<file path="src/window_average_pooling_assert.svh">
// Assertion macros for the pooling RTL.
// Each macro takes a label, the clock, the active-low reset, the antecedent,
// the consequent and a message.
`ifndef WINDOW_AVERAGE_POOLING_ASSERT_SVH
`define WINDOW_AVERAGE_POOLING_ASSERT_SVH

// Consequent checked in the same cycle as the antecedent.
`define WAP_ASSERT_NOW(label, clk, rst_n, ante, cons, msg) \
	label: assert property (@(posedge clk) disable iff (!rst_n) (ante) |-> (cons)) \
		else $error(msg);

// Consequent checked in the cycle after the antecedent.
`define WAP_ASSERT_NEXT(label, clk, rst_n, ante, cons, msg) \
	label: assert property (@(posedge clk) disable iff (!rst_n) (ante) |=> (cons)) \
		else $error(msg);

`endif

</file>
<file path="src/wap_recip.sv">
`timescale 1ns / 1ps

// Bit-serial restoring division of 2^NUM_EXP by the divisor, one quotient
// bit per cycle, most significant first.
module wap_recip #(
	parameter int NUM_EXP = 32,
	parameter int DEN_W   = 16,
	parameter int QUO_W   = 25
) (
	input  logic             clk,
	input  logic             arst_n,
	input  logic             start,
	input  logic [DEN_W-1:0] divisor,
	output logic             busy,
	output logic [QUO_W-1:0] quotient
);

	localparam int CNT_W = $clog2(NUM_EXP + 1);

	logic [DEN_W-1:0] rem_q;
	logic [CNT_W-1:0] cnt_q;
	logic             busy_q;
	logic [QUO_W-1:0] quo_q;
	logic [DEN_W:0]   trial;
	logic [DEN_W:0]   diff;
	logic             ge;

	// The numerator has a single set bit, which enters on the first step.
	assign trial = {rem_q, (cnt_q == '0)};
	assign diff  = trial - {1'b0, divisor};
	assign ge    = trial >= {1'b0, divisor};

	always_ff @(posedge clk or negedge arst_n) begin
		if (!arst_n) begin
			busy_q <= 1'b1;
			cnt_q  <= '0;
			rem_q  <= '0;
		end else if (start) begin
			busy_q <= 1'b1;
			cnt_q  <= '0;
			rem_q  <= '0;
		end else if (busy_q) begin
			rem_q <= ge ? diff[DEN_W-1:0] : trial[DEN_W-1:0];
			cnt_q <= cnt_q + CNT_W'(1);
			if (cnt_q == CNT_W'(NUM_EXP)) begin
				busy_q <= 1'b0;
			end
		end
	end

	always_ff @(posedge clk) begin
		if (busy_q && !start) begin
			quo_q <= {quo_q[QUO_W-2:0], ge};
		end
	end

	assign busy     = busy_q;
	assign quotient = quo_q;

endmodule

</file>
<file path="config.mk">
export PLATFORM = sky130hd
export DESIGN_NAME = wap_recip
export DESIGN_NICKNAME = d
export VERILOG_FILES = /design/src/window_average_pooling_assert.svh /design/src/wap_recip.sv
export SDC_FILE = /design/constraint.sdc
export NUM_CORES = 1
export LEC_CHECK = 0
export BUFFER_PORTS_ARGS = -buffer_cell sky130_fd_sc_hd__buf_2
export CAP_MARGIN = 10
export CORE_ASPECT_RATIO = 0.5
export CORE_MARGIN = 2
export CORE_UTILIZATION = 61
export CTS_CLUSTER_SIZE = 16
export DETAILED_ROUTE_END_ITERATION = 8
export PLACE_DENSITY_LB_ADDON = 0.08
export SETUP_SLACK_MARGIN = 0.3
export SLEW_MARGIN = 20
export SYNTH_ARGS = -nofsm -noshare
export SYNTH_HDL_FRONTEND = slang
export SYNTH_SLANG_ARGS = --single-unit
</file>
<file path="constraint.sdc">
create_clock -name clk -period 4.54 [get_ports clk]
set_input_delay 0.454 -clock clk [delete_from_list [all_inputs] [get_ports clk]]
set_output_delay 0.454 -clock clk [all_outputs]
set_load 0.01 [all_outputs]
</file>
==> results.sh <==
export IMPL_syn_area_um2=2870
export IMPL_synth_edf_count=25
export IMPL_cp_required_ns=4.75
export IMPL_worst_setup_path_start_kind="register"
export IMPL_synthToLayoutAreaGrowth_pct=12.6
export IMPL_cts_root_buf="clkbuf_8"
export IMPL_power_density_nw_per_um2=530
export IMPL_drive_gt1_frac=0.206
export IMPL_layout_setup_ws_ns=1.15
export IMPL_leakage_nw=1.49
export IMPL_place_hpwl_mm=4.65
export IMPL_initial_core_util=0.641
export IMPL_slew_headroom=0.426
export IMPL_cp_data_arrival_time_ns=3.60
export IMPL_hold_path_class="in -> async"
export IMPL_postCtsSetupRepairBufs=0
export IMPL_synth_cell_types=55
export IMPL_synth_seq_cells=48
export IMPL_post_cts_resized_instances=0
export IMPL_ys_seq_area_frac=0.463
export IMPL_synth_area_top_cells="edfxtp_1, dfrtp_1, ha_1"
export IMPL_drv_cap=0
export IMPL_grtUsageTotal=0.249
export IMPL_rows=17
export IMPL_cts_sinks=48
export IMPL_cts_reportedPaths_clkPinSlew_ns=0.09
export IMPL_setup_viol=0
export IMPL_drc=0
export IMPL_yosys_warnings=0
export IMPL_fin_crit_sh=0.748
export IMPL_synth_top_area_share=0.262
export IMPL_grt_overflow_total=0
export IMPL_io_pins=45
export IMPL_grt_max_degree=37
export IMPL_die_area_um2=5290
export IMPL_antenna_left=0
export IMPL_drt_initial_drc_count=158
export IMPL_ys_flop_type="edfxtp_1"
export IMPL_status="complete, no violations"
export IMPL_layout_min_cycle_time_ns=3.39
export IMPL_cts_hold_buf=0
export IMPL_tns_ns=0
export IMPL_synthCells=282
export IMPL_cp_max_fo=14
export IMPL_end_kind="register"
export IMPL_first_pass_iters=4
export IMPL_h_tree_depth=2
export IMPL_avgSynthCellArea_um2=10.2
export IMPL_async_flop_share=0.479
export IMPL_routabilityCongestion=0.910
export IMPL_clk_latency_ns=0.29
export IMPL_antenna_found_initial=0
export IMPL_cts_buffers=5
export IMPL_fp_dieH_um=52.5
export IMPL_wire_per_inst_um=16.2
export IMPL_worstMarginPinSlew_ns=0.856
export IMPL_wl_mm=6.19
export IMPL_rsz0062_at_grt="no"
export IMPL_power_mw=1.71
export IMPL_grt_pass1_vias=2086
export IMPL_num_antenna_cells=0
export IMPL_fmax_mhz=295
export IMPL_synth_nets=320
export IMPL_num_vias=2261
export IMPL_design_core_area_um2=4470
export IMPL_yosys_area_top_type="edfxtp_1"
export IMPL_max_clock_path_buffers=2
export IMPL_critPathKind="reg -> reg"
export IMPL_via_per_inst=5.90
export IMPL_grt_pass1_wl_mm=9.89
export IMPL_finalHoldViolCount=0
export IMPL_nNetsFinal=363
export IMPL_fp_dieW_um=101
export IMPL_place_ws_ns=1.18
export IMPL_io_buffers=44
export IMPL_irDropWorstVdd_uv=283
export IMPL_skew_ns=0.00584
export IMPL_slew_violations=0
export IMPL_cts_tree="yes"
-- power breakdown --
part           switching [mW]  internal (mW)  leakage (nW)
combinational           0.456          0.334         0.879
sequential             0.0647          0.543         0.555
clock                   0.144          0.166        0.0548
total                   0.665           1.04          1.49
-- through the flow --
step,util,hold slack (ns),instances,area [um2]
floorplan,-,0.158,282,2870
global placement,0.696,0.427,375,3110
detailed placement,0.696,0.436,375,3110
CTS,0.722,0.140,383,3230
global route,0.722,0.149,383,3230
finish,0.722,0.124,383,3230
-- flip-flops by register name, summed over array words and instances (netlist names) --
register  cells
busy          1
cnt_q         6
quotient     25
rem_q        16
-- final timing paths --
check	startpoint	to	slack, ns	depth (start not counted)
min in group clk	quotient[8]	quotient[9]	0.46	0
setup reg to reg	cnt_q[0]	rem_q[4]	1.15	12
hold / removal	arst_n	rem_q[14]	0.12	1
max in group asynchronous	arst_n	busy	4.05	1
setup / recovery	cnt_q[0]	rem_q[4]	1.15	12
hold reg to reg	quotient[8]	quotient[9]	0.46	0
-- cell usage after synthesis (3+ instances only) --
cell	n
xnor2_1	6
or2_2	3
nand2b_1	4
and3_1	3
a31oi_1	6
o21ai_0	10
nand3_1	8
nand2_1	17
ha_1	18
nor2_1	32
edfxtp_1	25
a21oi_1	12
nor2b_1	3
clkbuf_1	6
xor2_1	7
mux2i_1	5
o31ai_1	5
nor3_1	5
a211oi_1	6
nand4_1	3
dfrtp_1	22
a311oi_1	6
inv_1	26
a21o_1	5
-- per-layer routing --
metal / up-vias / share of wire / wire, um / GRT usage
met4: 0 / 0.0069 / 43 / 0.0450
met3: 6 / 0.065 / 400 / 0.0693
met1: 1059 / 0.48 / 2950 / 0.343
li1: 1112 / - / - / -
met5: - / 0 / 0 / 0
met2: 84 / 0.45 / 2790 / 0.403
-- logic make-up after synthesis --
group	Yosys count	synth area share
fa+ha+maj	19	0.0856
flops	48	0.463
buf+inv	36	0.0550
mux	8	0.0319
xor+xnor	13	0.0397
compound gates	68	0.172
simple gates	90	0.153
-- critical path, stage by stage, from the launching register on --
cell      delay (ns)
dfrtp_1         0.42
inv_1           0.07
ha_1            0.14
nor4b_1         0.39
nand2b_1        0.15
ha_1            0.31
and3_1          0.17
nand3_1         0.07
o31ai_1         0.08
nor3_2          0.74
inv_2           0.32
mux2i_1         0.20
a211oi_1        0.24
-- placed cells by master (no fill, tap or decap), types with 2 or more instances in the layout --
master,n
a2111oi_0,2
a211oi_1,6
a211oi_2,2
a21o_1,5
a21oi_1,12
a311oi_1,6
a31oi_1,6
and2_1,2
and3_1,3
buf_2,44
clkbuf_8,5
dfrtp_1,22
edfxtp_1,25
ha_1,18
inv_1,26
mux2_4,2
mux2i_1,5
nand2_1,17
nand2b_1,4
nand3_1,8
nand4_1,3
nand4b_1,2
nor2_1,31
nor2b_1,3
nor3_1,5
nor4_1,2
o211ai_1,2
o21a_1,2
o21ai_0,10
o31ai_1,5
or2_2,3
xnor2_1,6
xor2_1,7
-- area by class of cell --
| type | instances | area (um2) |
|---|---|---|
| clock buffers | 5 | 68.8 |
| clock inverters | 3 | 46.3 |
| fillers | 341 | 1240 |
| inverters | 27 | 101 |
| multi-input cells | 198 | 1380 |
| flip-flops and latches | 48 | 1330 |
| well taps | 57 | 71.3 |
| repair buffers | 45 | 228 |
Power figures use the tool's default switching activity.
