===== src/window_average_pooling_assert.svh =====
// Assertion macros for the pooling RTL.
// Each macro takes a label, the clock, the active-low reset, the antecedent,
// the consequent and a message.
`ifndef WINDOW_AVERAGE_POOLING_ASSERT_SVH
`define WINDOW_AVERAGE_POOLING_ASSERT_SVH

// Consequent checked in the same cycle as the antecedent.
`define WAP_ASSERT_NOW(label, clk, rst_n, ante, cons, msg) \
	label: assert property (@(posedge clk) disable iff (!rst_n) (ante) |-> (cons)) \
		else $error(msg);

// Consequent checked in the cycle after the antecedent.
`define WAP_ASSERT_NEXT(label, clk, rst_n, ante, cons, msg) \
	label: assert property (@(posedge clk) disable iff (!rst_n) (ante) |=> (cons)) \
		else $error(msg);

`endif


===== src/wap_pkg.sv =====
`timescale 1ns / 1ps

package wap_pkg;

	localparam int PIXEL_W          = 8;
	localparam int PIXEL_FULL       = 255;
	localparam int WIN_CFG_W        = 5;
	localparam int IMG_CFG_W        = 11;
	localparam int CFG_DATA_W       = 11;
	localparam int CFG_IDX_W        = 2;
	localparam int FEAT_W           = 10;
	localparam int MAX_IMAGE_HEIGHT = 1024;
	localparam int ROW_W            = $clog2(MAX_IMAGE_HEIGHT);

	typedef enum logic [CFG_IDX_W-1:0] {
		REG_WINDOW_HEIGHT = 2'd0,
		REG_WINDOW_WIDTH  = 2'd1,
		REG_IMAGE_WIDTH   = 2'd2,
		REG_IMAGE_HEIGHT  = 2'd3
	} cfg_reg_t;

	// Position status of the pixel currently offered at the input.
	typedef struct packed {
		logic active;
		logic col_end;
		logic row_first;
		logic row_last;
		logic last_win;
	} pos_flags_t;

	// Coordinates carried alongside a window sum down to the output.
	typedef struct packed {
		logic [FEAT_W-1:0] row;
		logic [FEAT_W-1:0] col;
		logic              last;
	} feat_meta_t;

endpackage


===== src/wap_pos.sv =====
`timescale 1ns / 1ps

module wap_pos
	import wap_pkg::*;
#(
	parameter int COL_W = 10,
	parameter int WIN_W = 5,
	parameter int CW_W  = 4,
	parameter int SUM_W = 16
) (
	input  logic               clk,
	input  logic               arst_n,
	input  logic               restart,
	input  logic               step,
	input  logic [PIXEL_W-1:0] pixel,
	input  logic [WIN_W-1:0]   wh,
	input  logic [WIN_W-1:0]   ww,
	input  logic [COL_W:0]     iw,
	input  logic [ROW_W:0]     ih,
	output pos_flags_t         flags,
	output logic [COL_W-1:0]   win_col,
	output logic [ROW_W-1:0]   win_row,
	output logic [SUM_W-1:0]   acc
);

	localparam int CCMP_W = COL_W + 2;
	localparam int RCMP_W = ROW_W + 2;

	logic [COL_W-1:0] col_q, fc_q, col_start_q;
	logic [ROW_W-1:0] row_q, fr_q, row_start_q;
	logic [CW_W-1:0]  cw_q, rw_q;
	logic [SUM_W-1:0] run_q;

	logic [WIN_W-1:0] ww_m1, wh_m1;
	logic             col_fit, row_fit, col_final, row_final;
	logic             cw_wrap, rw_wrap, col_wrap, row_wrap;

	assign ww_m1 = ww - WIN_W'(1);
	assign wh_m1 = wh - WIN_W'(1);

	// A window is whole when it ends inside the image; it is the last one
	// along an axis when a further window would not fit.
	assign col_fit   = (CCMP_W'(col_start_q) + CCMP_W'(ww)) <= CCMP_W'(iw);
	assign row_fit   = (RCMP_W'(row_start_q) + RCMP_W'(wh)) <= RCMP_W'(ih);
	assign col_final = (CCMP_W'(col_start_q) + CCMP_W'(ww) + CCMP_W'(ww)) > CCMP_W'(iw);
	assign row_final = (RCMP_W'(row_start_q) + RCMP_W'(wh) + RCMP_W'(wh)) > RCMP_W'(ih);

	assign cw_wrap  = (WIN_W'(cw_q) + WIN_W'(1)) >= ww;
	assign rw_wrap  = (WIN_W'(rw_q) + WIN_W'(1)) >= wh;
	assign col_wrap = ({1'b0, col_q} + (COL_W+1)'(1)) >= iw;
	assign row_wrap = ({1'b0, row_q} + (ROW_W+1)'(1)) >= ih;

	assign flags.active    = col_fit && row_fit;
	assign flags.col_end   = cw_q == CW_W'(ww_m1);
	assign flags.row_first = rw_q == '0;
	assign flags.row_last  = rw_q == CW_W'(wh_m1);
	assign flags.last_win  = col_final && row_final;

	assign win_col = fc_q;
	assign win_row = fr_q;
	assign acc     = run_q + SUM_W'(pixel);

	always_ff @(posedge clk or negedge arst_n) begin
		if (!arst_n) begin
			col_q       <= '0;
			fc_q        <= '0;
			col_start_q <= '0;
			cw_q        <= '0;
			row_q       <= '0;
			fr_q        <= '0;
			row_start_q <= '0;
			rw_q        <= '0;
			run_q       <= '0;
		end else if (restart) begin
			col_q       <= '0;
			fc_q        <= '0;
			col_start_q <= '0;
			cw_q        <= '0;
			row_q       <= '0;
			fr_q        <= '0;
			row_start_q <= '0;
			rw_q        <= '0;
			run_q       <= '0;
		end else if (step) begin
			if (flags.active) begin
				run_q <= flags.col_end ? '0 : acc;
			end
			if (col_wrap) begin
				col_q       <= '0;
				cw_q        <= '0;
				fc_q        <= '0;
				col_start_q <= '0;
				run_q       <= '0;
				if (row_wrap) begin
					row_q       <= '0;
					rw_q        <= '0;
					fr_q        <= '0;
					row_start_q <= '0;
				end else begin
					row_q <= row_q + ROW_W'(1);
					if (rw_wrap) begin
						rw_q        <= '0;
						fr_q        <= fr_q + ROW_W'(1);
						row_start_q <= row_q + ROW_W'(1);
					end else begin
						rw_q <= rw_q + CW_W'(1);
					end
				end
			end else begin
				col_q <= col_q + COL_W'(1);
				if (cw_wrap) begin
					cw_q        <= '0;
					fc_q        <= fc_q + COL_W'(1);
					col_start_q <= col_q + COL_W'(1);
				end else begin
					cw_q <= cw_q + CW_W'(1);
				end
			end
		end
	end

endmodule


===== config.mk =====
export PLATFORM = sky130hd
export DESIGN_NAME = wap_pos
export DESIGN_NICKNAME = d
export VERILOG_FILES = /design/src/window_average_pooling_assert.svh /design/src/wap_pkg.sv /design/src/wap_pos.sv
export SDC_FILE = /design/constraint.sdc
export NUM_CORES = 1
export LEC_CHECK = 0
export BUFFER_PORTS_ARGS = -buffer_cell sky130_fd_sc_hd__clkbuf_2
export CAP_MARGIN = 20
export CORE_MARGIN = 8
export CORE_UTILIZATION = 50
export DETAILED_ROUTE_END_ITERATION = 10
export PLACE_DENSITY = 0.7
export SLEW_MARGIN = 20
export SYNTH_ARGS = -nofsm -noshare
export SYNTH_HDL_FRONTEND = slang
export SYNTH_SLANG_ARGS = --single-unit
export TNS_END_PERCENT = 30

===== constraint.sdc =====
create_clock -name clk -period 3.59 [get_ports clk]
set_clock_uncertainty 0.2 [all_clocks]
set_input_delay 0.1795 -clock clk [delete_from_list [all_inputs] [get_ports clk]]
set_output_delay 0.1795 -clock clk [all_outputs]
set_load 0.05 [all_outputs]

==> impl_metrics.py, run 1 <==
metrics = {
    "hold_path": {
        "worstHoldPathCells": 3,
        "min-delay-start": "pixel[0]",
        "whs_endpoint": "run_q[0]",
        "hold_class": "input port to flop",
    },
    "setup_path": {
        "slowest_delay_ps": 410,
        "crit_path_end_kind": "output port",
        "path_class": "flop to output port",
        "slowest_stage": "ha_1",
        "arrival_ps": 3890,
        "cp.required_ps": 3210,
        "crit_chain": "ha_2, inv_2, fa_2, inv_2, a21oi_2, o21bai_1, xor2_1, ha_1, nand2_1, o21ai_2, buf_4, and2_1, nand4_1, xnor2_1, ha_2, o21a_1, o22ai_1, nor3_1, and3_4, buf_12",
        "r2r_end": "run_q[11]",
        "critPathLaunchType": "flop",
        "timing.rr.start": "row_start_q[0]",
        "r2r_cells": 23,
        "crit_fanout": 4,
        "regToRegSetupSlack_ps": -480,
    },
    "synth": {
        "synth_area_sq_mm": 0.007560,
        "synth.avg_cell_area_sq_um": 8.699,
        "syn-num-nets": 1031,
        "synthTopCellsByArea": "dfrtp_1, ha_1, xnor2_1",
        "netlist_instances": 869,
        "synth_edf_count": 0,
        "synthFlopType": "dfrtp_1",
        "synth.top_cell.area_share": 0.2781,
        "ys_seq_elements": 84,
        "ys_types": 62,
        "ys_seq_area_frac": 0.2781,
        "synth_largest_area_cell": "dfrtp_1",
        "yosys_warnings": 0,
        "async_reset_ff_frac": 1.000,
    },
    "sta": {
        "postLayoutSetupSlackWorst_ps": -676.4,
        "fin_crit_ps": 4266,
        "fmax_mhz": 234.4,
        "drv_slew": 0,
        "holdWs_ps": 61.95,
        "setup_viol": 18,
        "worst_slew_pin_slew_ps": 765.5,
        "hold_viol": 0,
        "relSlewSlack": 0.4897,
        "rsz0062_at_grt": "yes",
        "post-route-period-util": 1.188,
    },
    "power_and_ir_drop": {
        "p_leak_uw": 0.004847,
        "power_per_cell_area_mw_per_mm2": 647.5,
        "vdd_drop_max_uv": 685.1,
    },
    "placement": {
        "gp_congestion": 0.8552,
        "dp_slack_ps": -353.3,
        "portBuffers": 84,
        "dpl.hpwl_microns": 15080,
        "post-place-cells": 1216,
    },
    "run_status": {
        "violations": "setup timing",
        "status": "finished, violations left",
    },
    "final_layout": {
        "nets": 1222,
        "synthToLayoutAreaGrowth_pct": 26.81,
        "n_antenna_cell": 0,
        "layout_common_cells": "ha_1, buf_4, nand2_1",
        "final_common_cell": "ha_1",
        "final_cells": 1253,
        "drive_above_1_share": 0.2582,
    },
    "cts": {
        "cts_tree": "built",
        "clock_latency_ps": 340,
        "h-tree-depth": 3,
        "root_buffer": "clkbuf_16",
        "cts_buffers": 9,
        "clkTransAtPathRegs_ps": 60,
        "clock_path_buffers": 2,
        "clkSinkCount": 84,
    },
    "drt": {
        "vias_per_cell": 5.550,
        "wire_per_inst_microns": 15.69,
        "drt_iter0_markers": 325,
        "wirelength_microns": 19660,
        "drc_errors": 0,
        "ant_nets": 0,
        "vias": 6954,
        "drtPass1Iterations": 5,
    },
    "floorplan": {
        "die_w_microns": 139.0,
        "core_region_area_sq_mm": 0.01498,
        "die_area_sq_mm": 0.01931,
        "std_cell_rows": 45,
        "start_util": 0.5048,
        "io_pins": 85,
        "die_height_microns": 139.0,
    },
    "job": {
        "maxCapViolations": 0,
    },
    "global_route": {
        "grt_pass1_wl_microns": 32330,
        "track_usage": 0.1975,
        "antenna_found_initial": 0,
        "grt_max_degree": 85,
        "overflow": 0,
        "grt_pass1_vias": 6773,
    },
}
critical path, delay by kind of cell (launching register included):
family	cells	cell delay, ps
compound gates	5	570
xor+xnor	2	250
fa+ha+maj	4	1300
buf+inv	4	380
flops	1	350
simple gates	5	690
kinds of logic after synthesis:
| family | share of synthesized area |
|---|---|
| and+or+nand+nor | 0.1840 |
| buffers and inverters | 0.04816 |
| xor gates and xnor gates | 0.09153 |
| AOI/OAI and AO/OA | 0.1980 |
| DFF | 0.2781 |
| adders and majority gates | 0.2003 |
synthesized netlist by cell type (4+ instances only):
library cell,instances
a211oi_1,7
a21o_1,10
a21oi_1,42
a21oi_2,4
a22o_1,18
and2_1,4
and3_1,22
buf_2,6
clkbuf_1,11
dfrtp_1,84
fa_1,5
ha_1,113
inv_1,67
nand2_1,86
nand2b_1,11
nand3_1,41
nand4_1,16
nor2_1,36
nor2b_1,8
nor3_1,17
nor3_2,4
nor3b_1,4
o211ai_1,16
o21a_1,4
o21ai_0,58
o21ai_1,18
o21bai_1,5
o31ai_1,16
or3_1,8
xnor2_1,44
xor2_1,35
sequential cells by signal, summed over array words and instances (netlist names):
signal / flops
run_q: 16
row_q: 10
win_row: 10
win_col: 10
col_start_q: 10
col_q: 10
row_start_q: 10
cw_q: 4
rw_q: 4
stage by stage:
step	setup TNS (ps)	utilization	area, sq um	total power, uW
floorplan	-80.88	-	7596	3824
global placement	-2567	0.5950	8911	4911
detailed placement	-4523	0.5950	8911	4998
CTS	-6979	0.6257	9371	6094
global route	-11460	0.6401	9587	6715
finish	-7959	0.6401	9587	6207
power by group:
group	switching, uW	internal [uW]	total, uW
clock network	391	542	933
registers	220	1140	1360
logic	2200	1710	3910
total	2810	3400	6210
routing by layer:
layer  global-route usage  vias to the layer above  routed length [microns]
met1               0.2662                     3244                     9341
met4              0.04968                        0                      274
met2               0.3242                      160                     9168
met3              0.03029                       19                      874
met5                    0                        -                        0
li1                     -                     3531                        -
cell type report:
cell class / instances / area [sq um]
Timing Repair Buffer: 201 / 1381
Tap cell: 188 / 235.2
Clock inverter: 7 / 76.32
Fill cell: 1264 / 5390
Multi-Input combinational cell: 696 / 5305
Inverter: 68 / 260.3
Clock buffer: 9 / 225.2
Sequential cell: 84 / 2103
worst max path at each step:
stage,from,endpoint,slack (ps)
2_1_floorplan,col_start_q[0],flags[0],-80
3_3_place_gp,row_start_q[0],flags[0],-270
3_5_place_dp,row_start_q[0],flags[0],-350
4_1_cts,row_start_q[0],flags[0],-680
5_1_grt,row_start_q[0],flags[0],-910
6_report,row_start_q[0],flags[0],-680
timing repair:
item                       in CTS  in global routing
gates resized for setup        21                 29
setup endpoints to repair      18                 38
hold buffers                    1                  0
gates cloned                    0                  2
setup buffers                  11                 12
hold endpoints to repair       84                  0
pin swaps                      32                 29
Power figures use the tool's default switching activity.
==> run 2, diff against run 1 <==
CORE_ASPECT_RATIO = 0.7   (was default)
==> run 2 against run 1 <==
Compared with the run above:
- the flow still finishes with violations (setup timing)
- hold slack lost 28 ps
- design area is 1.1% lower
- routed wire length increased by 0.75%
- setup slack lost 13 ps
- largest power group unchanged
- clock power rose by 0.8%
- count of clock-buffer cells in the layout unchanged
- global-route usage grew 0.69 points
- critical path depth shrank 1
- total power fell by 0.69%
- flip-flop and latch count did not move
- sequential power about the same
==> impl_metrics.py, run 2 (synthesized netlist as in run 1, its figures left out) <==
metrics = {
    "setup_path": {
        "path_class": "flop to output port",
        "crit_path_end_kind": "output port",
        "cp.required_ps": 3210,
        "r2r_cells": 19,
        "arrival_ps": 3900,
        "critPathLaunchType": "flop",
        "crit_fanout": 4,
    },
    "cts": {
        "cts_tree": "built",
        "clkTransAtPathRegs_ps": 70,
        "root_buffer": "clkbuf_16",
        "clock_path_buffers": 2,
        "cts_buffers": 9,
        "clock_latency_ps": 340,
        "h-tree-depth": 3,
        "clkSinkCount": 84,
    },
    "global_route": {
        "overflow": 0,
        "track_usage": 0.2044,
        "grt_pass1_wl_microns": 33320,
        "grt_max_degree": 66,
        "grt_pass1_vias": 6658,
        "antenna_found_initial": 0,
    },
    "drt": {
        "drt_iter0_markers": 523,
        "drtPass1Iterations": 7,
        "vias": 6982,
        "wire_per_inst_microns": 15.92,
        "vias_per_cell": 5.613,
        "wirelength_microns": 19810,
        "drc_errors": 0,
        "ant_nets": 0,
    },
    "placement": {
        "gp_congestion": 0.8643,
        "post-place-cells": 1217,
        "dpl_cell_area_sq_mm": 0.008847,
        "portBuffers": 84,
        "dpl.hpwl_microns": 15650,
    },
    "floorplan": {
        "start_util": 0.5135,
        "die_height_microns": 118.9,
        "core_region_area_sq_mm": 0.01472,
        "std_cell_rows": 37,
        "io_pins": 85,
        "die_area_sq_mm": 0.01937,
        "die_w_microns": 163.0,
    },
    "final_layout": {
        "n_antenna_cell": 0,
        "final_common_cell": "ha_1",
        "largest_reg_flops": 16,
        "design_area_sq_mm": 0.009485,
        "fillers": 1266,
        "nets": 1206,
        "synthToLayoutAreaGrowth_pct": 25.47,
        "regMostFlops": "run_q",
        "utilization": 0.6443,
        "drive_above_1_share": 0.2536,
        "layout_common_cells": "ha_1, buf_4, nand2_1, dfrtp_1, clkbuf_2",
        "final_cells": 1244,
    },
    "sta": {
        "fin_crit_ps": 4279,
        "post-route-period-util": 1.192,
        "rsz0062_at_grt": "yes",
        "postLayoutSetupSlackWorst_ps": -689.0,
        "hold_viol": 0,
        "relSlewSlack": 0.4426,
        "drv_slew": 0,
        "worst_slew_pin_slew_ps": 836.2,
        "setup_viol": 18,
        "fmax_mhz": 233.7,
        "final.setup.tns_ps": -6344,
        "holdWs_ps": 34.10,
    },
    "power_and_ir_drop": {
        "p_leak_uw": 0.004797,
        "power_per_cell_area_mw_per_mm2": 649.9,
        "power_switching_uw": 2819,
        "p_comb_frac": 0.626,
        "seq_power_share": 0.221,
        "vdd_drop_max_uv": 630.2,
        "p_int_uw": 3345,
        "p_clk_frac": 0.153,
        "p_sw_frac": 0.4573,
    },
    "run_status": {
        "status": "finished, violations left",
        "violations": "setup timing",
    },
    "job": {
        "maxCapViolations": 0,
    },
    "hold_path": {
        "hold_class": "input port to flop",
        "worstHoldPathCells": 3,
    },
}
run 2: worst max-delay path, cell delays in order (launching register included):
cell and delay [ps]:
dfrtp_1 350, ha_2 190, inv_2 40, fa_2 380, inv_2 70, a21oi_2 50, o21bai_2 200, xor2_2 120
ha_4 330, nand2_4 60, o21ai_4 170, nand3_2 110, xnor2_2 150, ha_1 340, a21oi_2 150, a21boi_2 70
a2111oi_2 290, o21ai_1 140, and3_4 210, buf_8 140
run 2: final timing paths:
kind,start,endpoint,slack [ps]
max reg2reg,row_start_q[0],run_q[8],-380
max,row_start_q[0],flags[0],-690
max in group asynchronous,arst_n,row_q[3],2080
min reg2reg,run_q[4],run_q[4],310
min in group asynchronous,arst_n,cw_q[1],300
min,pixel[0],run_q[0],30
run 2: power groups by stage:
stage	Clock, uW	Sequential [uW]	Combinational, uW
6_report	940	1360	3860
5_1_grt	998	1400	4260
4_1_cts	963	1350	3670
3_5_place_dp	0	1370	3610
3_3_place_gp	0	1360	3540
2_1_floorplan	0	1390	2440
run 2: area by class of cell:
class | instances | area [sq um] | area share
Sequential cell | 84 | 2102 | 0.2216
Multi-Input combinational cell | 696 | 5348 | 0.5638
Tap cell | 195 | 244.0 | 0.02572
Clock buffer | 9 | 225.2 | 0.02374
Clock inverter | 7 | 75.07 | 0.007915
Timing Repair Buffer | 185 | 1231 | 0.1298
Inverter | 68 | 260.3 | 0.02744
run 2: metal layers:
layer / track usage / routed length (microns) / vias up
li1: - / - / 3483
met1: 0.3214 / 10560 / 3298
met2: 0.2831 / 7840 / 190
met3: 0.03992 / 1271 / 11
met4: 0.03314 / 138 / 0
met5: 0 / 0 / -
run 2: stage by stage:
stage / setup slack [ps] / power [uW]
2_1_floorplan: -80.88 / 3824
3_3_place_gp: -362.9 / 4907
3_5_place_dp: -428.7 / 4980
4_1_cts: -706.4 / 5984
5_1_grt: -933.4 / 6655
6_report: -689.0 / 6164
run 2: repair_timing:
item / CTS / global route
hold buffers: 1 / 0
buffers inserted: 3 / 7
resized for setup: 15 / 42
pin swaps: 27 / 36
setup endpoints to repair: 18 / 61
hold endpoints to repair: 64 / 0
==> run 3, diff against run 2 <==
SETUP_SLACK_MARGIN = 0.15   (was default)
==> run 3 against run 2 <==
Compared with the run above:
- the flow still finishes with violations (setup timing)
- clock power increased by 6%
- setup slack improved by 7.8 ps
- sequential power about the same
- die area unchanged
- combinational power about the same
- critical path depth increased by 1
- fmax increased by 0.18%
- sequential share of layout area decreased by 0.30 points
- first-iteration DRC count decreased by 10%
==> impl_metrics.py, run 3 (synthesized netlist as in run 1, its figures left out) <==
metrics = {
    "run_status": {
        "status": "finished, violations left",
        "violations": "setup timing",
    },
    "global_route": {
        "track_usage": 0.2089,
        "overflow": 0,
        "antenna_found_initial": 0,
        "grt_pass1_vias": 6758,
        "grt_pass1_wl_microns": 33640,
        "grt_max_degree": 35,
    },
    "final_layout": {
        "fillers": 1248,
        "synthToLayoutAreaGrowth_pct": 27.44,
        "regMostFlops": "run_q",
        "nets": 1219,
        "design_area_sq_mm": 0.009634,
        "layout_common_cells": "ha_1, buf_4, nand2_1",
        "drive_above_1_share": 0.2724,
        "n_antenna_cell": 0,
        "largest_reg_flops": 16,
    },
    "drt": {
        "ant_nets": 0,
        "vias_per_cell": 5.670,
        "drc_errors": 0,
        "drt_iter0_markers": 470,
        "vias": 7121,
        "drtPass1Iterations": 5,
        "wirelength_microns": 20740,
        "wire_per_inst_microns": 16.51,
    },
    "setup_path": {
        "crit_path_end_kind": "output port",
        "cp.required_ps": 3210,
        "r2r_end": "run_q[2]",
        "arrival_ps": 3890,
        "critPathLaunchType": "flop",
        "crit_fanout": 4,
        "path_class": "flop to output port",
        "regToRegSetupSlack_ps": -310,
        "r2r_cells": 19,
        "timing.rr.start": "row_start_q[0]",
    },
    "placement": {
        "portBuffers": 84,
        "dp_slack_ps": -460.9,
        "dpl.hpwl_microns": 16250,
        "gp_congestion": 0.8474,
        "dpl_cell_area_sq_mm": 0.008937,
    },
    "job": {
        "maxCapViolations": 0,
    },
    "cts": {
        "clock_path_buffers": 2,
        "clock_latency_ps": 340,
        "h-tree-depth": 3,
        "clkTransAtPathRegs_ps": 70,
        "clkSinkCount": 84,
        "cts_buffers": 9,
        "cts_tree": "built",
        "root_buffer": "clkbuf_16",
    },
    "hold_path": {
        "min-delay-start": "pixel[0]",
        "worstHoldPathCells": 3,
        "hold_class": "input port to flop",
        "whs_endpoint": "run_q[0]",
    },
    "power_and_ir_drop": {
        "p_leak_uw": 0.004856,
        "power_per_cell_area_mw_per_mm2": 644.2,
        "vdd_drop_max_uv": 595.0,
    },
    "floorplan": {
        "die_height_microns": 118.9,
        "io_pins": 85,
        "core_region_area_sq_mm": 0.01472,
        "die_area_sq_mm": 0.01937,
        "std_cell_rows": 37,
        "start_util": 0.5135,
        "die_w_microns": 163.0,
    },
    "sta": {
        "final.setup.tns_ps": -5704,
        "relSlewSlack": 0.4838,
        "setup_viol": 18,
        "hold_viol": 0,
        "holdWs_ps": 13.51,
        "fin_crit_ps": 4271,
        "rsz0062_at_grt": "yes",
        "postLayoutSetupSlackWorst_ps": -681.3,
        "fmax_mhz": 234.1,
        "drv_slew": 0,
        "worst_slew_pin_slew_ps": 773.5,
        "post-route-period-util": 1.190,
    },
}
## run 3: per-layer routing
layer	part of all wire	wire (microns)	global-route usage
met5	0	0	0
met2	0.41	8441	0.2960
met3	0.057	1190	0.04336
met4	0.013	273	0.04171
met1	0.52	10830	0.3184
## run 3: cell type report
cell class                 instances  area [sq um]  area share
multi-input combinational        697          5379      0.5583
timing repair buffer             197          1333      0.1383
inverter                          68         260.3     0.02701
sequential                        84          2106      0.2186
tap                              195         244.0     0.02532
clock buffer                       9         225.2     0.02338
clock inverter                     6         87.58    0.009091
## run 3: worst max path at each step
stage / start / end / slack [ps] / depth (start not counted)
final: row_start_q[0] / flags[0] / -680 / 20
after global routing: row_start_q[0] / flags[0] / -840 / 20
after CTS: row_start_q[0] / flags[0] / -720 / 16
after detailed placement: row_start_q[0] / flags[0] / -460 / 16
after global placement: row_start_q[0] / flags[0] / -340 / 19
after floorplan: col_start_q[0] / flags[0] / -80 / 17
## run 3: report_power, final
group / internal, uW / switching [uW]
Combinational: 1660 / 2170
Clock: 607 / 393
Sequential: 1140 / 234
## run 3: critical path: stages, from the launching register on
cell	delay [ps]
dfrtp_1	380
ha_4	150
inv_2	30
fa_2	330
inv_1	70
a21oi_2	50
o21bai_1	200
xor2_1	230
ha_1	320
a21oi_2	160
o21ai_2	80
buf_4	140
and2_1	140
nand4_1	100
xnor2_1	130
ha_1	260
o21a_1	210
o22ai_2	160
nor3_2	60
and3_4	160
clkbuf_16	160
## run 3: metrics by stage
stage / util / total power, uW / instances
after floorplan: - / 3829 / 869
after global placement: 0.6071 / 4927 / 1226
after detailed placement: 0.6071 / 5023 / 1226
after CTS: 0.6387 / 6138 / 1248
after global routing: 0.6544 / 6683 / 1256
final: 0.6544 / 6206 / 1256
## run 3: repair_timing
item                                    CTS  global route
hold buffers                              1             0
endpoints found under the setup margin   43            78
pin swaps                                32            45
resized for setup                        21            40
hold endpoints to repair                 32             0
setup buffers                             6             7
gates cloned                              0             1
